$ cat src/design/gdc_pkg.sv
`timescale 1ns / 1ps
`default_nettype none
// ----------------------------------------------------------------------------
// Gregorian date counter package
// Field widths, request and response types, operation and status codes, and
// the calendar functions shared by the date counter modules.
// ----------------------------------------------------------------------------
package gdc_pkg;

   localparam int KIND_WIDTH        = 3;
   localparam int DAY_WIDTH         = 5;
   localparam int MONTH_WIDTH       = 4;
   localparam int YEAR_WIDTH        = 12;
   localparam int COUNT_FIELD_WIDTH = 12;
   localparam int STATUS_WIDTH      = 2;
   localparam int YEAR_CALC_WIDTH   = 14;

   localparam int LAST_YEAR_DEFAULT   = 4095;
   localparam int COUNT_WIDTH_DEFAULT = 12;

   localparam int FIRST_YEAR  = 1900;
   localparam int CENTURY     = 100;
   localparam int RECIP_100   = 5243;
   localparam int RECIP_SHIFT = 19;
   localparam int PROD_WIDTH  = 27;
   localparam int QUOT_WIDTH  = 8;

   localparam logic [MONTH_WIDTH-1:0] MONTH_JAN = 4'd1;
   localparam logic [MONTH_WIDTH-1:0] MONTH_FEB = 4'd2;
   localparam logic [MONTH_WIDTH-1:0] MONTH_APR = 4'd4;
   localparam logic [MONTH_WIDTH-1:0] MONTH_JUN = 4'd6;
   localparam logic [MONTH_WIDTH-1:0] MONTH_SEP = 4'd9;
   localparam logic [MONTH_WIDTH-1:0] MONTH_NOV = 4'd11;
   localparam logic [MONTH_WIDTH-1:0] MONTH_DEC = 4'd12;

   localparam logic [DAY_WIDTH-1:0] DAY_FIRST  = 5'd1;
   localparam logic [DAY_WIDTH-1:0] DAYS_LONG  = 5'd31;
   localparam logic [DAY_WIDTH-1:0] DAYS_SHORT = 5'd30;
   localparam logic [DAY_WIDTH-1:0] DAYS_LEAP  = 5'd29;
   localparam logic [DAY_WIDTH-1:0] DAYS_FEB   = 5'd28;

   localparam logic [KIND_WIDTH-1:0] KIND_SET       = 3'd0;
   localparam logic [KIND_WIDTH-1:0] KIND_NEXT      = 3'd1;
   localparam logic [KIND_WIDTH-1:0] KIND_PREV      = 3'd2;
   localparam logic [KIND_WIDTH-1:0] KIND_PEEK_FWD  = 3'd3;
   localparam logic [KIND_WIDTH-1:0] KIND_PEEK_BACK = 3'd4;

   localparam logic [STATUS_WIDTH-1:0] STAT_OK      = 2'd0;
   localparam logic [STATUS_WIDTH-1:0] STAT_INVALID = 2'd1;
   localparam logic [STATUS_WIDTH-1:0] STAT_LOW     = 2'd2;
   localparam logic [STATUS_WIDTH-1:0] STAT_HIGH    = 2'd3;

   typedef struct packed {
      logic [KIND_WIDTH-1:0]        kind;
      logic [DAY_WIDTH-1:0]         new_day;
      logic [MONTH_WIDTH-1:0]       new_month;
      logic [YEAR_WIDTH-1:0]        new_year;
      logic [COUNT_FIELD_WIDTH-1:0] day_count;
   } req_type;

   typedef struct packed {
      logic [DAY_WIDTH-1:0]    out_day;
      logic [MONTH_WIDTH-1:0]  out_month;
      logic [YEAR_WIDTH-1:0]   out_year;
      logic [STATUS_WIDTH-1:0] status;
   } rsp_type;

   typedef struct packed {
      logic                       back;
      logic [DAY_WIDTH-1:0]       day;
      logic [MONTH_WIDTH-1:0]     month;
      logic [YEAR_CALC_WIDTH-1:0] year;
   } step_req_type;

   typedef struct packed {
      logic                       done;
      logic [STATUS_WIDTH-1:0]    status;
      logic [DAY_WIDTH-1:0]       day;
      logic [MONTH_WIDTH-1:0]     month;
      logic [YEAR_CALC_WIDTH-1:0] year;
   } step_rsp_type;

   function automatic logic is_leap(input logic [YEAR_CALC_WIDTH-1:0] year);
      logic [PROD_WIDTH-1:0]      prod;
      logic [QUOT_WIDTH-1:0]      quot;
      logic [YEAR_CALC_WIDTH-1:0] whole;
      prod  = PROD_WIDTH'(year) * PROD_WIDTH'(RECIP_100);
      quot  = QUOT_WIDTH'(prod >> RECIP_SHIFT);
      whole = YEAR_CALC_WIDTH'(quot) * YEAR_CALC_WIDTH'(CENTURY);
      return (year[1:0] == 2'b00) && ((whole != year) || (quot[1:0] == 2'b00));
   endfunction

   function automatic logic [DAY_WIDTH-1:0] month_len(input logic [MONTH_WIDTH-1:0] month,
                                                      input logic leap);
      logic [DAY_WIDTH-1:0] len;
      case (month)
         MONTH_FEB: begin
            len = leap ? DAYS_LEAP : DAYS_FEB;
         end
         MONTH_APR, MONTH_JUN, MONTH_SEP, MONTH_NOV: begin
            len = DAYS_SHORT;
         end
         default: begin
            len = DAYS_LONG;
         end
      endcase
      return len;
   endfunction

endpackage
`default_nettype wire

$ cat src/design/gdc_month_unit.sv
`timescale 1ns / 1ps
`default_nettype none
// ----------------------------------------------------------------------------
// Date counter month step unit
// One step of a day shift: finishes inside the current month or moves the
// date to the next or previous month boundary, clamping at the calendar ends.
// ----------------------------------------------------------------------------
module gdc_month_unit #(
   parameter int LAST_YEAR = gdc_pkg::LAST_YEAR_DEFAULT,
   parameter int CNT_W     = gdc_pkg::COUNT_WIDTH_DEFAULT
) (
   input  gdc_pkg::step_req_type step_req,
   input  logic [CNT_W-1:0]      step_cnt,
   output gdc_pkg::step_rsp_type step_rsp,
   output logic [CNT_W-1:0]      step_cnt_next
);

   localparam int WW = ((CNT_W > gdc_pkg::DAY_WIDTH) ? CNT_W : gdc_pkg::DAY_WIDTH) + 1;
   localparam int YW = gdc_pkg::YEAR_CALC_WIDTH;

   logic                          leap;
   logic [gdc_pkg::DAY_WIDTH-1:0] len_cur;
   logic [gdc_pkg::DAY_WIDTH-1:0] len_prev;
   logic [WW-1:0]                 cnt_w;
   logic [WW-1:0]                 day_w;
   logic [WW-1:0]                 rest_w;

   assign leap     = gdc_pkg::is_leap(step_req.year);
   assign len_cur  = gdc_pkg::month_len(step_req.month, leap);
   assign len_prev = gdc_pkg::month_len(step_req.month - 4'd1, leap);
   assign cnt_w    = WW'(step_cnt);
   assign day_w    = WW'(step_req.day);
   assign rest_w   = WW'(len_cur - step_req.day);

   always_comb begin
      step_rsp.done   = 1'b0;
      step_rsp.status = gdc_pkg::STAT_OK;
      step_rsp.day    = step_req.day;
      step_rsp.month  = step_req.month;
      step_rsp.year   = step_req.year;
      step_cnt_next   = step_cnt;
      if (cnt_w == '0) begin
         step_rsp.done = 1'b1;
      end else if (!step_req.back) begin
         if (cnt_w <= rest_w) begin
            step_rsp.done = 1'b1;
            step_rsp.day  = gdc_pkg::DAY_WIDTH'(day_w + cnt_w);
         end else begin
            step_cnt_next = CNT_W'(cnt_w - rest_w - WW'(1));
            step_rsp.day  = gdc_pkg::DAY_FIRST;
            if (step_req.month == gdc_pkg::MONTH_DEC) begin
               if (step_req.year >= YW'(LAST_YEAR)) begin
                  step_rsp.done   = 1'b1;
                  step_rsp.status = gdc_pkg::STAT_HIGH;
                  step_rsp.day    = gdc_pkg::DAYS_LONG;
               end else begin
                  step_rsp.year  = step_req.year + YW'(1);
                  step_rsp.month = gdc_pkg::MONTH_JAN;
               end
            end else begin
               step_rsp.month = step_req.month + 4'd1;
            end
         end
      end else begin
         if (cnt_w < day_w) begin
            step_rsp.done = 1'b1;
            step_rsp.day  = gdc_pkg::DAY_WIDTH'(day_w - cnt_w);
         end else begin
            step_cnt_next = CNT_W'(cnt_w - day_w);
            if (step_req.month == gdc_pkg::MONTH_JAN) begin
               if (step_req.year <= YW'(gdc_pkg::FIRST_YEAR)) begin
                  step_rsp.done   = 1'b1;
                  step_rsp.status = gdc_pkg::STAT_LOW;
                  step_rsp.day    = gdc_pkg::DAY_FIRST;
                  step_rsp.month  = gdc_pkg::MONTH_JAN;
                  step_rsp.year   = YW'(gdc_pkg::FIRST_YEAR);
               end else begin
                  step_rsp.year  = step_req.year - YW'(1);
                  step_rsp.month = gdc_pkg::MONTH_DEC;
                  step_rsp.day   = gdc_pkg::DAYS_LONG;
               end
            end else begin
               step_rsp.month = step_req.month - 4'd1;
               step_rsp.day   = len_prev;
            end
         end
      end
   end

endmodule
`default_nettype wire

$ cat src/design/gregorian_date_counter_unit.sv
`timescale 1ns / 1ps
`default_nettype none
// ----------------------------------------------------------------------------
// Gregorian date counter
// Holds a calendar date from 1/1/1900 to 31/12/LAST_YEAR with full leap-year
// rules. Each request sets the date, steps it one day, or reports the date
// shifted by a day count without changing it; an unused kind reports it unchanged.
//
// Requests enter on req_valid/req_stall, one response per request leaves on
// rsp_valid/rsp_stall. A request is taken only while the block is idle;
// req_stall stays high while it works. The shared month step unit handles one
// month per cycle, so a set or an unused kind finishes in its first step, a
// single-day step needs a second step when it crosses a month, and a peek
// steps through every month that it crosses. The response is registered when
// the work ends and the output register is free. The response register frees
// the input side: a new request is taken while a response still waits, and
// the finished request waits while rsp_stall holds the previous one. Reset
// returns the date to 1/1/1900 and empties the block.
// ----------------------------------------------------------------------------
module gregorian_date_counter_unit #(
   parameter int LAST_YEAR   = gdc_pkg::LAST_YEAR_DEFAULT,
   parameter int COUNT_WIDTH = gdc_pkg::COUNT_WIDTH_DEFAULT
) (
   input  wire logic       clock,
   input  wire logic       reset,
   input  logic            req_valid,
   output logic            req_stall,
   input  gdc_pkg::req_type req_data,
   output logic            rsp_valid,
   input  logic            rsp_stall,
   output gdc_pkg::rsp_type rsp_data
);

   localparam int CNT_W = (COUNT_WIDTH < gdc_pkg::COUNT_FIELD_WIDTH) ?
                          COUNT_WIDTH : gdc_pkg::COUNT_FIELD_WIDTH;
   localparam int YW = gdc_pkg::YEAR_CALC_WIDTH;

   localparam logic ST_IDLE = 1'b0;
   localparam logic ST_RUN  = 1'b1;

   logic state_ff, state_in;
   logic rsp_valid_ff, rsp_valid_in;
   gdc_pkg::rsp_type rsp_data_ff, rsp_data_in;

   logic [gdc_pkg::KIND_WIDTH-1:0]  kind_ff, kind_in;
   logic [gdc_pkg::DAY_WIDTH-1:0]   set_day_ff, set_day_in;
   logic [gdc_pkg::MONTH_WIDTH-1:0] set_month_ff, set_month_in;
   logic [gdc_pkg::YEAR_WIDTH-1:0]  set_year_ff, set_year_in;
   logic [gdc_pkg::DAY_WIDTH-1:0]   day_ff, day_in;
   logic [gdc_pkg::MONTH_WIDTH-1:0] month_ff, month_in;
   logic [YW-1:0]                   year_ff, year_in;
   logic [CNT_W-1:0]                cnt_ff, cnt_in;

   logic [gdc_pkg::DAY_WIDTH-1:0]   cur_day_ff, cur_day_in;
   logic [gdc_pkg::MONTH_WIDTH-1:0] cur_month_ff, cur_month_in;
   logic [gdc_pkg::YEAR_WIDTH-1:0]  cur_year_ff, cur_year_in;

   gdc_pkg::step_req_type step_req;
   gdc_pkg::step_rsp_type step_rsp;
   logic [CNT_W-1:0]      step_cnt_next;

   logic                              accept;
   logic                              out_free;
   logic                              set_ok;
   logic                              res_done;
   logic [gdc_pkg::DAY_WIDTH-1:0]     res_day;
   logic [gdc_pkg::MONTH_WIDTH-1:0]   res_month;
   logic [YW-1:0]                     res_year;
   logic [gdc_pkg::STATUS_WIDTH-1:0]  res_status;
   logic                              commit;
   logic [YW-1:0]                     set_year_w;

   assign req_stall = (state_ff != ST_IDLE);
   assign accept    = req_valid && !req_stall;
   assign out_free  = !rsp_valid_ff || !rsp_stall;
   assign rsp_valid = rsp_valid_ff;
   assign rsp_data  = rsp_data_ff;

   assign step_req.back  = (kind_ff == gdc_pkg::KIND_PREV) ||
                           (kind_ff == gdc_pkg::KIND_PEEK_BACK);
   assign step_req.day   = day_ff;
   assign step_req.month = month_ff;
   assign step_req.year  = year_ff;

   gdc_month_unit #(
      .LAST_YEAR (LAST_YEAR),
      .CNT_W     (CNT_W)
   ) u_month_unit (
      .step_req      (step_req),
      .step_cnt      (cnt_ff),
      .step_rsp      (step_rsp),
      .step_cnt_next (step_cnt_next)
   );

   assign set_year_w = YW'(set_year_ff);
   assign set_ok = (set_month_ff inside {[gdc_pkg::MONTH_JAN:gdc_pkg::MONTH_DEC]}) &&
                   (set_year_w >= YW'(gdc_pkg::FIRST_YEAR)) &&
                   (set_year_w <= YW'(LAST_YEAR)) &&
                   (set_day_ff >= gdc_pkg::DAY_FIRST) &&
                   (set_day_ff <= gdc_pkg::month_len(set_month_ff,
                                                     gdc_pkg::is_leap(set_year_w)));

   assign commit = (kind_ff == gdc_pkg::KIND_SET) || (kind_ff == gdc_pkg::KIND_NEXT) ||
                   (kind_ff == gdc_pkg::KIND_PREV);

   always_comb begin
      res_done   = 1'b1;
      res_day    = day_ff;
      res_month  = month_ff;
      res_year   = year_ff;
      res_status = gdc_pkg::STAT_OK;
      case (kind_ff)
         gdc_pkg::KIND_SET: begin
            if (set_ok) begin
               res_day   = set_day_ff;
               res_month = set_month_ff;
               res_year  = set_year_w;
            end else begin
               res_status = gdc_pkg::STAT_INVALID;
            end
         end
         gdc_pkg::KIND_NEXT, gdc_pkg::KIND_PREV,
         gdc_pkg::KIND_PEEK_FWD, gdc_pkg::KIND_PEEK_BACK: begin
            res_done   = step_rsp.done;
            res_day    = step_rsp.day;
            res_month  = step_rsp.month;
            res_year   = step_rsp.year;
            res_status = step_rsp.status;
         end
         default: begin
            res_done = 1'b1;
         end
      endcase
   end

   always_comb begin
      state_in     = state_ff;
      rsp_valid_in = rsp_valid_ff;
      rsp_data_in  = rsp_data_ff;
      kind_in      = kind_ff;
      set_day_in   = set_day_ff;
      set_month_in = set_month_ff;
      set_year_in  = set_year_ff;
      day_in       = day_ff;
      month_in     = month_ff;
      year_in      = year_ff;
      cnt_in       = cnt_ff;
      cur_day_in   = cur_day_ff;
      cur_month_in = cur_month_ff;
      cur_year_in  = cur_year_ff;

      if (!rsp_stall) begin
         rsp_valid_in = 1'b0;
      end

      if (accept) begin
         state_in     = ST_RUN;
         kind_in      = req_data.kind;
         set_day_in   = req_data.new_day;
         set_month_in = req_data.new_month;
         set_year_in  = req_data.new_year;
         day_in       = cur_day_ff;
         month_in     = cur_month_ff;
         year_in      = YW'(cur_year_ff);
         if ((req_data.kind == gdc_pkg::KIND_NEXT) || (req_data.kind == gdc_pkg::KIND_PREV)) begin
            cnt_in = CNT_W'(1);
         end else begin
            cnt_in = req_data.day_count[CNT_W-1:0];
         end
      end else if (state_ff == ST_RUN) begin
         if (res_done) begin
            if (out_free) begin
               state_in              = ST_IDLE;
               rsp_valid_in          = 1'b1;
               rsp_data_in.out_day   = res_day;
               rsp_data_in.out_month = res_month;
               rsp_data_in.out_year  = res_year[gdc_pkg::YEAR_WIDTH-1:0];
               rsp_data_in.status    = res_status;
               if (commit) begin
                  cur_day_in   = res_day;
                  cur_month_in = res_month;
                  cur_year_in  = res_year[gdc_pkg::YEAR_WIDTH-1:0];
               end
            end
         end else begin
            day_in   = step_rsp.day;
            month_in = step_rsp.month;
            year_in  = step_rsp.year;
            cnt_in   = step_cnt_next;
         end
      end
   end

   always_ff @(posedge clock) begin
      if (reset) begin
         state_ff     <= ST_IDLE;
         rsp_valid_ff <= 1'b0;
         cur_day_ff   <= gdc_pkg::DAY_FIRST;
         cur_month_ff <= gdc_pkg::MONTH_JAN;
         cur_year_ff  <= gdc_pkg::YEAR_WIDTH'(gdc_pkg::FIRST_YEAR);
      end else begin
         state_ff     <= state_in;
         rsp_valid_ff <= rsp_valid_in;
         cur_day_ff   <= cur_day_in;
         cur_month_ff <= cur_month_in;
         cur_year_ff  <= cur_year_in;
      end
   end

   always_ff @(posedge clock) begin
      rsp_data_ff  <= rsp_data_in;
      kind_ff      <= kind_in;
      set_day_ff   <= set_day_in;
      set_month_ff <= set_month_in;
      set_year_ff  <= set_year_in;
      day_ff       <= day_in;
      month_ff     <= month_in;
      year_ff      <= year_in;
      cnt_ff       <= cnt_in;
   end

endmodule
`default_nettype wire

$ cat config.mk
export PLATFORM = sky130hd
export DESIGN_NAME = gregorian_date_counter_unit
export DESIGN_NICKNAME = d
export VERILOG_FILES = /design/src/design/gdc_pkg.sv /design/src/design/gdc_month_unit.sv /design/src/design/gregorian_date_counter_unit.sv
export SDC_FILE = /design/constraint.sdc
export NUM_CORES = 1
export LEC_CHECK = 0
export ABC_CLOCK_PERIOD_IN_PS = 11200
export BUFFER_PORTS_ARGS = -buffer_cell sky130_fd_sc_hd__buf_2
export CAP_MARGIN = 30
export CELL_PAD_IN_SITES_DETAIL_PLACEMENT = 2
export CELL_PAD_IN_SITES_GLOBAL_PLACEMENT = 2
export CORE_AREA = 2 2 267 163
export CTS_BUF_LIST = sky130_fd_sc_hd__clkbuf_16
export CTS_CLUSTER_DIAMETER = 40
export DETAILED_ROUTE_END_ITERATION = 6
export DIE_AREA = 0 0 269 165
export PLACE_DENSITY = 0.8
export SETUP_SLACK_MARGIN = 0.15
export SLEW_MARGIN = 15
export SYNTH_ARGS = -nofsm -noshare
export SYNTH_HDL_FRONTEND = slang
export SYNTH_SLANG_ARGS = --single-unit
$ cat constraint.sdc
create_clock -name clock -period 11.2 [get_ports clock]
set_input_delay 0 -clock clock [delete_from_list [all_inputs] [get_ports clock]]
set_output_delay 0 -clock clock [all_outputs]
set_load 0.01 [all_outputs]
==> impl_metrics.tcl, run 1 <==
set metrics [dict create \
    async_flop_share 0 \
    hold_violations 0 \
    syn_area_sq_mm 0.0154 \
    dieWidth_um 269 \
    via_count 19738 \
    cts-root-buf "clkbuf_16" \
    dp_slack_ns -1.49 \
    cp_common_cell "buf_4" \
    clkSlewWorstSetupHoldPaths_ns 0.12 \
    tns_ns -437.89 \
    slowest_stage "o21ai_0" \
    crit_arrival_ns 15.16 \
    syn_nets 2125 \
    tightest_slew_ns 1.93 \
    drc 2 \
    post-route-period-util 1.33 \
    syn_inst 1670 \
    grt_pass1_wl_um 127000 \
    synth_area_per_cell_sq_um 9.20 \
    tritoncts "done" \
    path_class "flip-flop to flip-flop" \
    fmaxAchievable_ghz 0.0670 \
    synth_cell_type_count 87 \
    fin_ws_ns -3.72 \
    slowest_delay_ns 0.99 \
    yosys_warnings 0 \
    wl_per_cell_um 49.2 \
    clock_path_buffers 2 \
    layout_min_cycle_time_ns 14.92 \
    worstHoldPathType "input pin to flip-flop" \
    h-tree-depth 3 \
    rsz0062_at_grt "true" \
    die_height_um 165 \
    finalSetupViolCount 137 \
    hpwl_um 53800 \
    final_util 0.529 \
    clock-sinks 105 \
    num_io_pins 65 \
    endpoint_kind "flip-flop" \
    layoutNonFillerInstCount 2658 \
    drt_iter0_drc 3192 \
    core_area_sq_mm 0.0417 \
    port-buffer-count 64 \
    synth_edf_count 80 \
    ant_nets 0 \
    drv_cap 2 \
    areaGrowthSynthToFinish_pct 43.6 \
    ys_seq_area_frac 0.189 \
    cp_max_fo 5 \
    skew_ns 0.0386 \
    nNetsFinal 2518 \
    synth_seq_cells 105 \
    wl_um 131000 \
    numCtsBuffers 9 \
    die-area_sq_mm 0.0444 \
    via_per_inst 7.43 \
    status "finished, violations left" \
    clock_latency_ns 0.42 \
    grt_max_degree 39 \
    relSlewSlack -0.299 \
    antenna_found_initial 17 \
    drt_first_pass_iters 7 \
    violations "DRC, capacitance limit, slew limit, setup timing" \
    placedCellCount 2479 \
    grt_pass1_vias 18227 \
    cp-start-kind "flip-flop" \
    synthFlopType "edfxtp_1" \
    slew_violations 3 \
    rows 58 \
    grtUsageTotal 0.396 \
    start_util 0.368 \
    globalplace.congestion 0.923 \
    grt_overflow 0 \
    drive_gt1_frac 0.362 \
    required_ns 11.44 \
]
worst paths after layout:
kind         slack, ns          start  depth (start not counted)             to
max reg2reg      -3.72    year_ff[11]                         52   rsp_data[15]
min               0.08    req_data[3]                          3      cnt_ff[3]
min reg2reg       0.55  cur_day_ff[4]                          2  cur_day_ff[4]
max              -3.72    year_ff[11]                         52   rsp_data[15]
cells in the mapped netlist, types with 12 or more instances:
library cell,instances,area (sq um)
a31oi_1,16,100
mux2i_1,16,160
a21o_1,19,143
o211ai_1,20,150
a21oi_1,84,420
ha_1,297,3720
xnor2_1,52,455
xor2_1,29,254
nor2_1,99,372
nor2b_1,12,75.1
fa_1,118,2360
edfxtp_1,80,2400
nand2_1,119,447
clkbuf_1,39,146
inv_1,249,935
nor3_1,32,160
o21ai_0,89,445
nand3_1,30,150
dfxtp_1,25,500
layout make-up:
cell class	instances	area (sq um)
Clock buffer	9	225
Timing Repair Buffer	431	3610
Antenna cell	20	50.0
Sequential cell	105	2900
Clock inverter	7	93.8
Tap cell	570	713
Inverter	250	943
Fill cell	4185	19700
Multi-Input combinational cell	1266	13500
cell families (layout without fill, tap and decap cells):
logic type	Yosys count	count (layout)	synth area share
buffers and inverters	299	697	0.0747
XOR/XNOR	82	82	0.0477
AND/OR/NAND/NOR	388	388	0.124
multiplexers	18	18	0.0119
adder cells (fa/ha/maj)	415	415	0.396
flip-flops	105	105	0.189
other	0	20	0
AO/OA/AOI/OAI	363	363	0.157
flip-flops by register name (all words and copies together) (netlist names):
| name | flops |
|---|---|
| cur_year_ff | 12 |
| cur_day_ff | 5 |
| set_year_ff | 12 |
| set_month_ff | 4 |
| set_day_ff | 5 |
| rsp_valid | 1 |
| month_ff | 4 |
| day_ff | 5 |
| req_stall | 1 |
| cnt_ff | 12 |
| kind_ff | 3 |
| rsp_data | 23 |
| cur_month_ff | 4 |
| year_ff | 14 |
stage by stage:
| stage | cell area, sq um | hold slack, ns |
|---|---|---|
| 2_1_floorplan | 15400 | 0.0989 |
| 3_5_place_dp | 17900 | 0.178 |
| 6_report | 22100 | 0.0808 |
| 4_1_cts | 20200 | 0.0357 |
| 3_3_place_gp | 17900 | 0.176 |
| 5_1_grt | 22000 | 0.0770 |
repair_timing:
| action | in CTS | in global routing |
|---|---|---|
| cloned | 2 | 1 |
| pin swaps | 100 | 108 |
| setup buffers | 59 | 45 |
| endpoints found under the hold margin | 35 | 0 |
| gates resized for setup | 203 | 294 |
| setup endpoints to repair | 135 | 135 |
| hold buffers | 35 | 0 |
layout by cell type (no fill, tap or decap), types with 26 or more instances in the layout:
cell type        n
ha_4            39
inv_1          232
xnor2_1         38
buf_4          264
o21ai_2         30
nand3_1         27
o21ai_0         42
dlygate4sd3_1   35
a21oi_2         26
fa_1           106
ha_1           251
nor2_1          84
buf_6           46
edfxtp_1        80
nand2_1         97
buf_2           64
a21oi_1         43
critical path: cells and delay by family (launching register included):
family | cells | cell delay, ns
flip-flops | 1 | 0.59
adder cells (fa/ha/maj) | 12 | 4.32
AND/OR/NAND/NOR | 6 | 1.12
buffers and inverters | 14 | 2.25
AO/OA/AOI/OAI | 19 | 6.06
XOR/XNOR | 1 | 0.33
routing by layer:
metal / wire length (um) / global-route usage / vias to the layer above
met1: 43200 / 0.474 / 9459
met5: 814 / 0 / -
met3: 19800 / 0.0890 / 1218
li1: - / - / 6627
met4: 15400 / 0.208 / 44
met2: 51700 / 0.667 / 2390
Power of run 1 is not shown: default switching activity piles up to over one toggle a cycle in this logic, so the estimate is an artifact.
==> run 2: changes to the inputs <==
--- a/config.mk
+++ b/config.mk
@@ -5,16 +5,16 @@
 export SDC_FILE = /design/constraint.sdc
 export NUM_CORES = 1
 export LEC_CHECK = 0
-export ABC_CLOCK_PERIOD_IN_PS = 11200
+export ABC_AREA = 1
 export BUFFER_PORTS_ARGS = -buffer_cell sky130_fd_sc_hd__buf_2
 export CAP_MARGIN = 30
 export CELL_PAD_IN_SITES_DETAIL_PLACEMENT = 2
 export CELL_PAD_IN_SITES_GLOBAL_PLACEMENT = 2
-export CORE_AREA = 2 2 267 163
+export CORE_AREA = 2 2 271 166
 export CTS_BUF_LIST = sky130_fd_sc_hd__clkbuf_16
 export CTS_CLUSTER_DIAMETER = 40
 export DETAILED_ROUTE_END_ITERATION = 6
-export DIE_AREA = 0 0 269 165
+export DIE_AREA = 0 0 273 168
 export PLACE_DENSITY = 0.8
 export SETUP_SLACK_MARGIN = 0.15
 export SLEW_MARGIN = 15
==> run 2 against run 1 <==
  * The run now ends clean
  * Die area up 3.3%
  * Clock-buffer cell count up 1
  * Global-route usage down 14 points
  * Area after synthesis up 0.27%
  * Wire length down 52%
  * Sequential cell count unchanged
  * Cell area down 18%
  * First-iteration DRC count down 67%
  * Via count down 29%
  * Fmax up 39%
  * Sequential share of layout area up 3.0 points
  * Synthesized cell count up 9.6%
  * Critical endpoint is now rsp_data[11]
==> impl_metrics.tcl, run 2 <==
set metrics [dict create \
    slowest_delay_ns 0.59 \
    crit_arrival_ns 10.84 \
    multiInputGateArea_sq_mm 0.0113 \
    tightest_slew_ns 0.826 \
    layoutNonFillerInstCount 2584 \
    n_fill_cell 4904 \
    fmaxAchievable_ghz 0.0934 \
    drv_cap 0 \
    layout_commonest_cell "inv_1" \
    h-tree-depth 3 \
    clock_latency_ns 0.40 \
    highest_layer "met4" \
    areaGrowthSynthToFinish_pct 17.0 \
    syn_inst 1831 \
    yosys_warnings 0 \
    antenna_cells 0 \
    drt_first_pass_iters 5 \
    ys_seq_area_frac 0.189 \
    post-route-period-util 0.956 \
    num_io_pins 65 \
    mostFrequentLayoutCells "inv_1, nand2_1, ha_1" \
    drt-met1-wl_um 28800 \
    cp_max_fo 7 \
    placedCellCount 2502 \
    ant_nets 0 \
    rows 60 \
    skew_ns 0.0175 \
    globalplace.congestion 0.877 \
    clkSlewWorstSetupHoldPaths_ns 0.09 \
    cp-start-kind "flip-flop" \
    synth_area_leader_cell "ha_1" \
    synthFlopType "edfxtp_1" \
    wl_met3_um 2810 \
    clock_path_buffers 2 \
    wl_per_cell_um 24.3 \
    crit_buf_inv 8 \
    drive_gt1_frac 0.140 \
    largest_register_ffs 23 \
    dieWidth_um 273 \
    hold_violations 0 \
    die_height_um 168 \
    start_util 0.351 \
    grt_pass1_wl_um 91200 \
    seqCellArea_sq_mm 0.00290 \
    async_flop_share 0 \
    finalSetupViolCount 0 \
    fin_area_sq_mm 0.0180 \
    worstHoldPathType "input pin to flip-flop" \
    grt_max_degree 42 \
    status "finished clean" \
    met2_length_um 29700 \
    die-area_sq_mm 0.0459 \
    numCtsBuffers 9 \
    port-buffer-count 64 \
    grtUsageTotal 0.260 \
    cp_top_family "adder cells" \
    timing.hold.ws_ns 0.0399 \
    cts-root-buf "clkbuf_16" \
    synth_edf_count 80 \
    synth.top_cell.area_share 0.241 \
    synth_area_per_cell_sq_um 8.41 \
    synth_seq_cells 105 \
    synthTopCellsByCount "inv_1, nand2_1, ha_1" \
    antenna_found_initial 1 \
    relSlewSlack 0.449 \
    yosys-top-cells-area "ha_1, edfxtp_1, fa_1" \
    wl_um 62900 \
    hpwl_um 47500 \
    via_count 14060 \
    slowest_stage "fa_2" \
    grt_overflow 0 \
    cp_common_cell "nand2_1" \
    synth.most_common_cell "inv_1" \
    endpoint_kind "flip-flop" \
    layout_min_cycle_time_ns 10.71 \
    core_area_sq_mm 0.0438 \
    drc 0 \
    via_per_inst 5.44 \
    clock-sinks 105 \
    place_area_sq_mm 0.0167 \
    required_ns 11.33 \
    syn_nets 2286 \
    nNetsFinal 2445 \
    path_class "flip-flop to flip-flop" \
    tritoncts "done" \
    grt_pass1_vias 15336 \
    final_util 0.411 \
    syn_area_sq_mm 0.0154 \
    synth_cell_type_count 65 \
    slew_violations 0 \
    drt_iter0_drc 1038 \
]
==> run 2: cell types whose count changed after synthesis, sizes merged, moves of 11 or more <==
cell | before | now
nand2b | 11 | 0
nand2 | 119 | 321
xnor2 | 52 | 20
a21oi | 89 | 104
inv | 249 | 340
nor3 | 37 | 16
clkbuf | 39 | 17
a22oi | 4 | 21
nor2b | 12 | 0
nand3 | 31 | 92
mux2i | 16 | 0
a21o | 19 | 7
==> run 2: stage by stage <==
stage	TNS (ns)	setup WS, ns
after global routing	-3.56	-0.187
after CTS	0	0.173
final	0	0.492
after detailed placement	0	0.0292
after global placement	0	0.541
after floorplan	0	0.165
==> run 2: cell families (layout without fill, tap and decap cells) <==
family | after synthesis | in the layout | share of synthesized area
simple gates | 571 | 571 | 0.166
xor+xnor | 57 | 57 | 0.0333
buf+inv | 376 | 540 | 0.0952
flops | 105 | 105 | 0.189
compound gates | 307 | 307 | 0.122
fa+ha+maj | 415 | 415 | 0.395
==> run 2: timing repair <==
action,in CTS,in global routing
hold buffers,29,0
cloned,0,1
resized for setup,3,74
pin swaps,1,20
endpoints found under the hold margin,29,0
setup endpoints to repair,18,130
setup buffers,5,30
==> run 2: path summary, 6_finish.rpt <==
kind                  start        endpoint  slack, ns  depth (start not counted)
max             year_ff[10]    rsp_data[11]       0.49                         61
min               rsp_stall       rsp_valid       0.04                          3
max reg2reg     year_ff[10]    rsp_data[11]       0.49                         61
min reg2reg  cur_year_ff[8]  cur_year_ff[8]       0.51                          2
==> run 2: worst register-to-register path: cells and delay by family, from the launching register on <==
family | cells | cell delay [ns]
xor gates and xnor gates | 2 | 0.34
and+or+nand+nor | 33 | 3.42
buffers and inverters | 8 | 0.82
adders and majority gates | 13 | 4.97
DFF | 1 | 0.37
AOI/OAI and AO/OA | 5 | 0.51
==> run 2: metal layers <==
metal	vias to the layer above	global-route usage
met5	-	0
li1	6359	-
met2	350	0.430
met3	89	0.0311
met4	0	0.0670
met1	7262	0.362
==> run 2: layout make-up <==
type,count,share of cell area
Clock buffer,10,0.0139
Clock inverter,6,0.00472
Inverter,342,0.0722
Timing Repair Buffer,181,0.0771
Multi-Input combinational cell,1350,0.630
Tap cell,589,0.0409
Timing Repair inverter,1,0.000417
Sequential cell,105,0.161
Power of run 2 is left out for the same reason.
==> run 3: changes to the inputs <==
--- a/config.mk
+++ b/config.mk
@@ -6,16 +6,16 @@
 export NUM_CORES = 1
 export LEC_CHECK = 0
 export ABC_AREA = 1
-export BUFFER_PORTS_ARGS = -buffer_cell sky130_fd_sc_hd__buf_2
 export CAP_MARGIN = 30
 export CELL_PAD_IN_SITES_DETAIL_PLACEMENT = 2
 export CELL_PAD_IN_SITES_GLOBAL_PLACEMENT = 2
-export CORE_AREA = 2 2 271 166
+export CORE_AREA = 2 2 267 164
 export CTS_BUF_LIST = sky130_fd_sc_hd__clkbuf_16
 export CTS_CLUSTER_DIAMETER = 40
 export DETAILED_ROUTE_END_ITERATION = 6
-export DIE_AREA = 0 0 273 168
-export PLACE_DENSITY = 0.8
+export DIE_AREA = 0 0 269 166
+export DONT_BUFFER_PORTS = 1
+export PLACE_DENSITY_LB_ADDON = 0.1
 export SETUP_SLACK_MARGIN = 0.15
 export SLEW_MARGIN = 15
 export SYNTH_ARGS = -nofsm -noshare
==> run 3 against run 2 <==
  * Non-clock buffer count fell by 19
  * Hold slack improved by 0.0094 ns
  * Highest routed layer unchanged
  * Register-to-register slack improved by 0.07 ns
  * Wire length fell by 7.3%
  * First-iteration DRC count fell by 13%
  * Via count fell by 3.9%
  * Fmax rose by 0.69%
  * Clock skew fell by 0.0017 ns
  * Setup slack improved by 0.073 ns
==> impl_metrics.tcl, run 3 (same netlist as run 2, synthesis figures left out) <==
set metrics [dict create \
    wl_um 58300 \
    slew_violations 0 \
    cp_common_cell "nand2_1" \
    clock_path_buffers 2 \
    met2_length_um 23700 \
    hpwl_um 47000 \
    antenna_found_initial 1 \
    rsz0062_at_grt "true" \
    rows 59 \
    numCtsBuffers 9 \
    drt-met1-wl_um 31300 \
    wl_met3_um 3040 \
    port-buffer-count 0 \
    n_fill_cell 4709 \
    mostFrequentLayoutCells "inv_1, nand2_1, ha_1" \
    drt_first_pass_iters 5 \
    fmaxAchievable_ghz 0.0940 \
    num_io_pins 65 \
    layout_commonest_cell "inv_1" \
    largest_register_ffs 23 \
    drc 0 \
    endpoint_kind "flip-flop" \
    slowest_delay_ns 0.57 \
    grt_pass1_wl_um 87100 \
    cts-root-buf "clkbuf_16" \
    die-area_sq_mm 0.0447 \
    grt_max_degree 47 \
    fin_area_sq_mm 0.0181 \
    die_height_um 166 \
    worstHoldPathType "input pin to flip-flop" \
    highest_layer "met4" \
    clock-sinks 105 \
    clkSlewWorstSetupHoldPaths_ns 0.09 \
    cp_max_fo 6 \
    h-tree-depth 3 \
    drt_iter0_drc 902 \
    dieWidth_um 269 \
    globalplace.congestion 0.862 \
    via_count 13517 \
    hold_violations 0 \
    grtUsageTotal 0.258 \
    finalSetupViolCount 0 \
    path_class "flip-flop to flip-flop" \
    start_util 0.363 \
    tightest_slew_ns 0.936 \
    areaGrowthSynthToFinish_pct 17.3 \
    place_area_sq_mm 0.0164 \
    tritoncts "done" \
    tns_ns 0 \
    required_ns 11.36 \
    slowest_stage "edfxtp_1" \
    timing.hold.ws_ns 0.0493 \
    ant_nets 0 \
    final_util 0.425 \
    clock_latency_ns 0.39 \
    crit_arrival_ns 10.79 \
    via_per_inst 5.29 \
    nNetsFinal 2425 \
    layout_min_cycle_time_ns 10.63 \
    core_area_sq_mm 0.0424 \
    post-route-period-util 0.950 \
    grt_pass1_vias 14189 \
    drv_cap 0 \
    status "finished clean" \
    cp-start-kind "flip-flop" \
    grt_overflow 0 \
    skew_ns 0.0158 \
    drive_gt1_frac 0.141 \
    wl_per_cell_um 22.8 \
    relSlewSlack 0.374 \
]
-- run 3: changes by cell type in the layout (fill, tap and decap cells not counted), moves of 4 or more --
cell           change
buf_2             -64
nand2_4            +4
nand3_2            +9
o21ai_2            +5
nand2_2            +5
nand2_1            -9
nor2_2             +4
buf_4             +46
nand3_1            -7
dlygate4sd3_1      +4
o21ai_0            -8
-- run 3: through the flow --
stage	std cells	setup WS [ns]
floorplan	1831	0.165
finish	2555	0.565
global placement	2434	-0.0518
CTS	2489	0.156
global route	2554	-0.0567
detailed placement	2434	-0.238
-- run 3: timing repair --
| item | CTS | global route |
|---|---|---|
| hold endpoints to repair | 46 | 1 |
| resized for setup | 3 | 99 |
| buffers inserted | 6 | 64 |
| setup endpoints to repair | 117 | 130 |
| pin swaps | 1 | 38 |
| hold buffers | 33 | 1 |
-- run 3: final cells by class --
type	count	area (sq um)	area share
clock inverter	7	83.8	0.00464
antenna	1	2.50	0.000139
multi-input combinational	1350	11400	0.633
sequential	105	2910	0.161
clock buffer	9	225	0.0125
timing repair buffer	162	1380	0.0764
tap	579	724	0.0401
inverter	342	1300	0.0719
-- run 3: worst paths after layout --
check,startpoint,depth (start not counted),slack [ns],end
setup / recovery,year_ff[3],60,0.57,year_ff[7]
hold / removal,req_data[11],2,0.05,cnt_ff[11]
setup reg to reg,year_ff[3],60,0.57,year_ff[7]
hold reg to reg,cur_year_ff[9],2,0.49,cur_year_ff[9]
-- run 3: critical path, delay by kind of cell (launching register included) --
family | cells | cell delay [ns]
adders and majority gates | 13 | 4.57
and+or+nand+nor | 30 | 2.88
buffers and inverters | 10 | 1.12
AOI/OAI and AO/OA | 5 | 0.79
DFF | 1 | 0.57
xor gates and xnor gates | 2 | 0.44
-- run 3: routing by layer --
| metal | vias up | GRT usage |
|---|---|---|
| met5 | - | 0 |
| met4 | 0 | 0.0275 |
| met3 | 12 | 0.0434 |
| met2 | 259 | 0.355 |
| met1 | 6922 | 0.424 |
| li1 | 6324 | - |
Power of run 3 is left out for the same reason.
